--- config.mk ---
export PLATFORM = sky130hd
export DESIGN_NAME = e2r_front
export DESIGN_NICKNAME = d
export VERILOG_FILES = /design/src/hw/rtl/e2r_pkg.sv /design/src/hw/rtl/e2r_front.sv
export SDC_FILE = /design/constraint.sdc
export NUM_CORES = 2
export LEC_CHECK = 0
export BUFFER_PORTS_ARGS = -buffer_cell sky130_fd_sc_hd__buf_2
export CELL_PAD_IN_SITES_DETAIL_PLACEMENT = 0
export CELL_PAD_IN_SITES_GLOBAL_PLACEMENT = 2
export CORE_MARGIN = 4
export CORE_UTILIZATION = 31
export DETAILED_ROUTE_END_ITERATION = 12
export GPL_TIMING_DRIVEN = 0
export PLACE_DENSITY = 0.6
export SYNTH_ARGS = -nofsm -noshare
export SYNTH_HDL_FRONTEND = slang
export SYNTH_SLANG_ARGS = --single-unit
--- constraint.sdc ---
create_clock -name clk -period 29.1 [get_ports clk]
set_clock_uncertainty 0.15 [all_clocks]
set_input_delay 4.365 -clock clk [delete_from_list [all_inputs] [get_ports clk]]
set_output_delay 4.365 -clock clk [all_outputs]
set_load 0.02 [all_outputs]
--- src/hw/rtl/e2r_pkg.sv ---
// e2r_pkg: types, constants and helpers for the Euler-to-rotation-matrix core.
// No dependencies.
`default_nettype none
package e2r_pkg;

    localparam int CORDIC_STAGES = 16;
    localparam int OUT_FRAC_BITS = 14;
    localparam int WFRAC         = 30;
    localparam int TABLE_LEN     = 24;
    localparam int NSTG          = (CORDIC_STAGES > TABLE_LEN) ? TABLE_LEN : CORDIC_STAGES;
    localparam int QW            = 34;   // Q2.30 plus headroom

    localparam logic signed [QW-1:0] GAIN_Q30 = 34'sd652032874;
    localparam logic [31:0]          PI_Q30   = 32'd3373259426;
    localparam int HALF_TURN    = 23040;
    localparam int FULL_TURN    = 46080;
    localparam int QUARTER_TURN = 11520;

    // Degrees to radians without a divider:
    // mag*PI/HALF_TURN = mag*PI_QUO + (mag*PI_REM)/HALF_TURN, and
    // HALF_TURN = 2^FOLD_SH * FOLD_DIV, the last step by reciprocal multiply.
    // RECIP_DIV = ceil(2^RECIP_SH / FOLD_DIV) is exact for operands below 2^19.
    localparam int PI_QUO    = int'(PI_Q30 / HALF_TURN);
    localparam int PI_REM    = int'(PI_Q30 % HALF_TURN);
    localparam int FOLD_SH   = 9;
    localparam int FOLD_DIV  = HALF_TURN >> FOLD_SH;
    localparam int RECIP_SH  = 25;
    localparam int RECIP_DIV = ((1 << RECIP_SH) + FOLD_DIV - 1) / FOLD_DIV;

    typedef struct packed {
        logic signed [15:0] roll_angle;
        logic signed [15:0] pitch_angle;
        logic signed [15:0] yaw_angle;
    } e2r_in_t;

    typedef struct packed {
        logic signed [15:0] m00;
        logic signed [15:0] m01;
        logic signed [15:0] m02;
        logic signed [15:0] m10;
        logic signed [15:0] m11;
        logic signed [15:0] m12;
        logic signed [15:0] m20;
        logic signed [15:0] m21;
        logic signed [15:0] m22;
    } e2r_out_t;

    // Classified angle: CORDIC start angle and negate flag.
    typedef struct packed {
        logic signed [QW-1:0] z;
        logic                 neg;
    } e2r_ang_t;

    typedef struct packed {
        e2r_ang_t r;
        e2r_ang_t p;
        e2r_ang_t y;
    } e2r_cls_t;

    function automatic logic signed [QW-1:0] atan_q30(input int i);
        logic signed [QW-1:0] t;
        begin
            unique case (i)
                0:  t = 34'sd843314857;
                1:  t = 34'sd497837829;
                2:  t = 34'sd263043837;
                3:  t = 34'sd133525159;
                4:  t = 34'sd67021687;
                5:  t = 34'sd33543516;
                6:  t = 34'sd16775851;
                7:  t = 34'sd8388437;
                8:  t = 34'sd4194283;
                9:  t = 34'sd2097149;
                default: t = QW'(34'sd1073741824 >>> i);
            endcase
            return t;
        end
    endfunction

    // Q30 product rounded back to Q30
    function automatic logic signed [QW-1:0] mulq(input logic signed [QW-1:0] a,
                                                  input logic signed [QW-1:0] b);
        logic signed [2*QW-1:0] p;
        begin
            p = a * b + (68'sd1 <<< (WFRAC - 1));
            return QW'(p >>> WFRAC);
        end
    endfunction

    function automatic logic signed [15:0] to_out(input logic signed [QW-1:0] q);
        logic signed [QW-1:0] v;
        logic signed [QW-1:0] lim;
        begin
            v   = (q + (QW'(1) <<< (WFRAC - OUT_FRAC_BITS - 1))) >>> (WFRAC - OUT_FRAC_BITS);
            lim = QW'(1) <<< OUT_FRAC_BITS;
            if (v > lim) v = lim;
            if (v < -lim) v = -lim;
            if (v > 34'sd32767) v = 34'sd32767;
            if (v < -34'sd32768) v = -34'sd32768;
            return v[15:0];
        end
    endfunction

endpackage
`default_nettype wire

--- src/hw/rtl/e2r_front.sv ---
// e2r_front: reduces each angle to [-90,90], converts to Q30 radians (registered).
// Depends on e2r_pkg.
`default_nettype none
module e2r_front
    import e2r_pkg::*;
(
    input  wire logic     clk,
    input  wire logic     rst_n,
    input  wire logic     en,
    input  wire e2r_in_t  din,
    input  wire logic     din_vld,
    output e2r_cls_t      cls,
    output logic          cls_vld
);
    typedef struct packed {
        logic [13:0] mag;
        logic        sgn;
        logic        neg;
    } red_t;

    // whole-part product and remainder quotient input of the radian conversion
    typedef struct packed {
        logic [30:0] hi;
        logic [18:0] lo;
        logic        sgn;
        logic        neg;
    } mid_t;

    red_t red_reg [3], red_next [3];
    mid_t mid_reg [3];
    logic vld1_reg;
    logic vld2_reg;
    e2r_cls_t cls_reg;
    logic vld3_reg;

    function automatic red_t reduce(input logic signed [15:0] raw);
        logic signed [17:0] a;
        red_t r;
        begin
            a = 18'(raw);
            r.neg = 1'b0;
            if (a >= 18'sd23040) a = a - 18'sd46080;
            if (a < -18'sd23040) a = a + 18'sd46080;
            if (a > 18'sd11520) begin
                a = a - 18'sd23040; r.neg = 1'b1;
            end else if (a < -18'sd11520) begin
                a = a + 18'sd23040; r.neg = 1'b1;
            end
            r.sgn = a[17];
            r.mag = a[17] ? 14'(-a) : 14'(a);
            return r;
        end
    endfunction

    function automatic mid_t split(input red_t r);
        logic [27:0] t;
        mid_t m;
        begin
            m.hi  = 31'(r.mag) * 31'(PI_QUO);
            t     = 28'(r.mag) * 28'(PI_REM) + 28'(HALF_TURN / 2);
            m.lo  = 19'(t >> FOLD_SH);
            m.sgn = r.sgn;
            m.neg = r.neg;
            return m;
        end
    endfunction

    function automatic e2r_ang_t finish(input mid_t m);
        logic [38:0] q;
        logic [QW-1:0] z;
        e2r_ang_t o;
        begin
            q     = 39'(m.lo) * 39'(RECIP_DIV);
            z     = QW'(m.hi) + QW'(q >> RECIP_SH);
            o.z   = m.sgn ? -$signed(z) : $signed(z);
            o.neg = m.neg;
            return o;
        end
    endfunction

    assign red_next[0] = reduce(din.roll_angle);
    assign red_next[1] = reduce(din.pitch_angle);
    assign red_next[2] = reduce(din.yaw_angle);

    always_ff @(posedge clk or negedge rst_n)
    begin
        if (!rst_n)
        begin
            vld1_reg <= 1'b0;
            vld2_reg <= 1'b0;
            vld3_reg <= 1'b0;
        end
        else if (en)
        begin
            vld1_reg <= din_vld;
            vld2_reg <= vld1_reg;
            vld3_reg <= vld2_reg;
        end
    end

    always_ff @(posedge clk)
    begin
        if (en)
        begin
            red_reg    <= red_next;
            mid_reg[0] <= split(red_reg[0]);
            mid_reg[1] <= split(red_reg[1]);
            mid_reg[2] <= split(red_reg[2]);
            cls_reg.r  <= finish(mid_reg[0]);
            cls_reg.p  <= finish(mid_reg[1]);
            cls_reg.y  <= finish(mid_reg[2]);
        end
    end

    assign cls     = cls_reg;
    assign cls_vld = vld3_reg;
endmodule
`default_nettype wire

==> flow_summary.yaml <==
detailed_routing:
  postRouteAntennaNets: 0
  dr.pass1.iters: 4
  highest_layer: "met4"
  viasPerCell: 4.60
  wl_met3_um: 2730
  route.detailed.drc: 0
  met2_length_um: 68800
  wl_met1_um: 66200
  wirelength_um: 140000
  drt-initial-drc-count: 1458
  vias: 39239
  wire_per_inst_um: 16.5
yosys:
  synth_top_area_cell: "ha_1"
  syn_area_um2: 57300
  async_flop_share_pct: 0.990
  synth.distinct_cells: 107
  synth_edf_count: 300
  ys_seq_area_share_pct: 15.9
  synth_cells: 5821
  synth_nets: 7694
  yosysTopAreaCellShare_pct: 24.5
  yosys-top-cells-area: "ha_1, fa_1, edfxtp_1"
  avgSynthCellArea_um2: 9.84
  yosys_warnings: 0
  synth-seq-cells: 303
  ys.flop_type: "edfxtp_1"
clock_tree:
  cts_setup_buffers: 0
  holdBufCountCts: 0
  htreeDepth: 2
  path_clk_slew_ns: 0.06
  cts_tree: "built"
  cts_buffers: 46
  post_cts_resized: 0
  clk_path_buf_depth: 3
  clock_latency_ns: 0.66
  cts_num_sinks: 303
  clock-root-buffer: "clkbuf_16"
final_layout:
  areaGrowthSynthToFinish_pct: 9.81
  diodes: 0
  final_nets: 7901
  drive_gt1_share_pct: 5.53
  fillers: 19073
  largest_reg_flops: 147
timing:
  worst-slew-pin-transition_ns: 1.18
  rsz0062_at_grt: "false"
  finalCritPeriodShare_pct: 37.9
  fin_ws_ns: 18.06
  min_period_ns: 11.04
  hold_viol_final: 0
  max_freq_mhz: 90.6
  final_max_slew_viol_count: 0
  setup_tns_ns: 0
  relSlewSlack_pct: 20.0
  setup_viol: 0
  whs_ns: 0.268
run:
  cap_violations: 0
die:
  dieArea_um2: 192000
  fp.dieW_um: 438
  core_area_um2: 183000
  num_rows: 157
  io_pins: 158
  start_util_pct: 31.2
  die_h_um: 438
worst_hold_path:
  whs_path_depth: 0
  min_from: "red_reg[16]$_SDFFCE_PP1P_"
  min_to: "mid_reg[0][49]$_DFFE_PP_"
  hold_path.class: "reg -> reg"
worst_setup_path:
  timing.rr.end: "cls[65]$_DFFE_PP_"
  worstSetupPathType: "reg -> reg"
  r2r_start: "mid_reg[0][67]$_DFFE_PP_"
  worst_ep_required_time_ns: 29.33
  crit_path_max_incr_delay_ns: 0.98
  reg2regPathDepth: 31
  endpoint_kind: "register"
  path_max_fanout: 10
  regToRegSetupSlack_ns: 18.06
  arrival_ns: 11.27
  crit_slowest_cell: "nor4_2"
  cp-start-kind: "register"
  crit_top_cell: "fa_1"
grt:
  grt-ovfl-total: 0
  grt_pass1_wl_um: 230000
  antenna_found_initial: 0
  first_global_vias: 41640
  grt_max_degree: 101
  grt.total_usage_pct: 14.9
placed_design:
  routabilityCongestion: 0.806
  dpl.hpwl_um: 121000
  place_ws_ns: 17.92
  portBuffers: 155
status:
  status: "completed"
==> layout by cell type, fill, tap and decap left out, types with 15 or more instances in the layout <==
| master | count |
|---|---|
| a21o_1 | 83 |
| nor3_1 | 83 |
| a31oi_1 | 33 |
| edfxtp_1 | 300 |
| and3_1 | 48 |
| xnor2_1 | 310 |
| buf_2 | 162 |
| clkbuf_1 | 51 |
| o21bai_1 | 24 |
| o31ai_1 | 40 |
| nand4_1 | 30 |
| a211oi_1 | 38 |
| or3_1 | 40 |
| o211ai_1 | 20 |
| nor3b_1 | 15 |
| o41ai_1 | 17 |
| a41oi_1 | 16 |
| nor4_1 | 21 |
| or2_2 | 34 |
| inv_1 | 1448 |
| nand3_1 | 80 |
| and2_1 | 37 |
| clkbuf_16 | 46 |
| a21oi_1 | 179 |
| nand2_1 | 180 |
| nor2_1 | 187 |
| fa_1 | 699 |
| o21a_1 | 27 |
| nand2b_1 | 35 |
| xor2_1 | 127 |
| ha_1 | 1122 |
| o21ai_0 | 162 |
| mux2i_1 | 18 |
| nor2b_1 | 39 |
==> cells in the mapped netlist (27+ instances only) <==
master and count:
o21a_1 27, nor3_1 83, nand3_1 80, nand2b_1 35
o21ai_0 162, xor2_1 127, or2_2 34, nand4_1 30
ha_1 1122, or3_1 40, nor2b_1 39, a21o_1 83
and3_1 48, xnor2_1 310, nor2_1 187, and2_1 37
nand2_1 180, o31ai_1 40, clkbuf_1 43, a211oi_1 38
a31oi_1 33, inv_1 1448, edfxtp_1 300, fa_1 699
a21oi_1 179
==> final cells by class <==
type / count / area, um2 / area share [%]
Buffer: 56 / 234 / 0.372
Clock buffer: 54 / 1180 / 1.88
Clock inverter: 29 / 477 / 0.758
Inverter: 1450 / 5440 / 8.65
Multi-Input combinational cell: 4012 / 42500 / 67.6
Sequential cell: 303 / 9080 / 14.4
Tap cell: 2464 / 3080 / 4.90
Timing Repair Buffer: 159 / 873 / 1.39
==> cells by family (layout without fill, tap and decap cells) <==
kind of cell	after synthesis	in the layout	synth area share, %
fa+ha+maj	1821	1821	48.9
buf+inv	1506	1748	9.91
simple gates	903	903	8.28
compound gates	825	825	9.83
xor+xnor	438	438	6.71
flops	303	303	15.9
mux	25	25	0.452
==> metrics by stage <==
step           std cells  instance area, um2  util, %
5_1_grt             8527               62900     34.3
2_1_floorplan       5821               57300        -
6_report            8527               62900     34.3
4_1_cts             8527               62900     34.3
3_5_place_dp        8444               61200     33.4
3_3_place_gp        8440               61100     33.3
==> worst max path at each step <==
stage | slack (ns) | endpoint | from
floorplan | 19.65 | cls[69]$_SDFFCE_PN0P_ | mid_reg[0][67]$_DFFE_PP_
global placement | 17.09 | cls[30]$_DFFE_PP_ | mid_reg[0][116]$_DFFE_PP_
detailed placement | 17.92 | cls[65]$_DFFE_PP_ | mid_reg[0][67]$_DFFE_PP_
CTS | 17.87 | cls[65]$_DFFE_PP_ | mid_reg[0][67]$_DFFE_PP_
global route | 17.20 | cls[65]$_DFFE_PP_ | mid_reg[0][64]$_DFFE_PP_
finish | 18.06 | cls[65]$_DFFE_PP_ | mid_reg[0][67]$_DFFE_PP_
==> critical path, delay by kind of cell (launching register included) <==
kind                     cells  cell delay [ns]
AO/OA/AOI/OAI               10             3.83
XOR/XNOR                     3             0.52
adder cells (fa/ha/maj)      8             3.67
buffers and inverters        4             0.22
flip-flops                   1             0.53
AND/OR/NAND/NOR              6             1.84
==> per-layer routing <==
layer  global-route usage (%)  up-vias
met5                        0        -
met4                     3.02        0
met3                     1.32       90
met2                     26.2      270
met1                     20.1    19158
li1                         -    19721
Power is left out: the tool's default activity adds up to more than one toggle a clock period on the data nets, which glitch-free logic cannot reach.
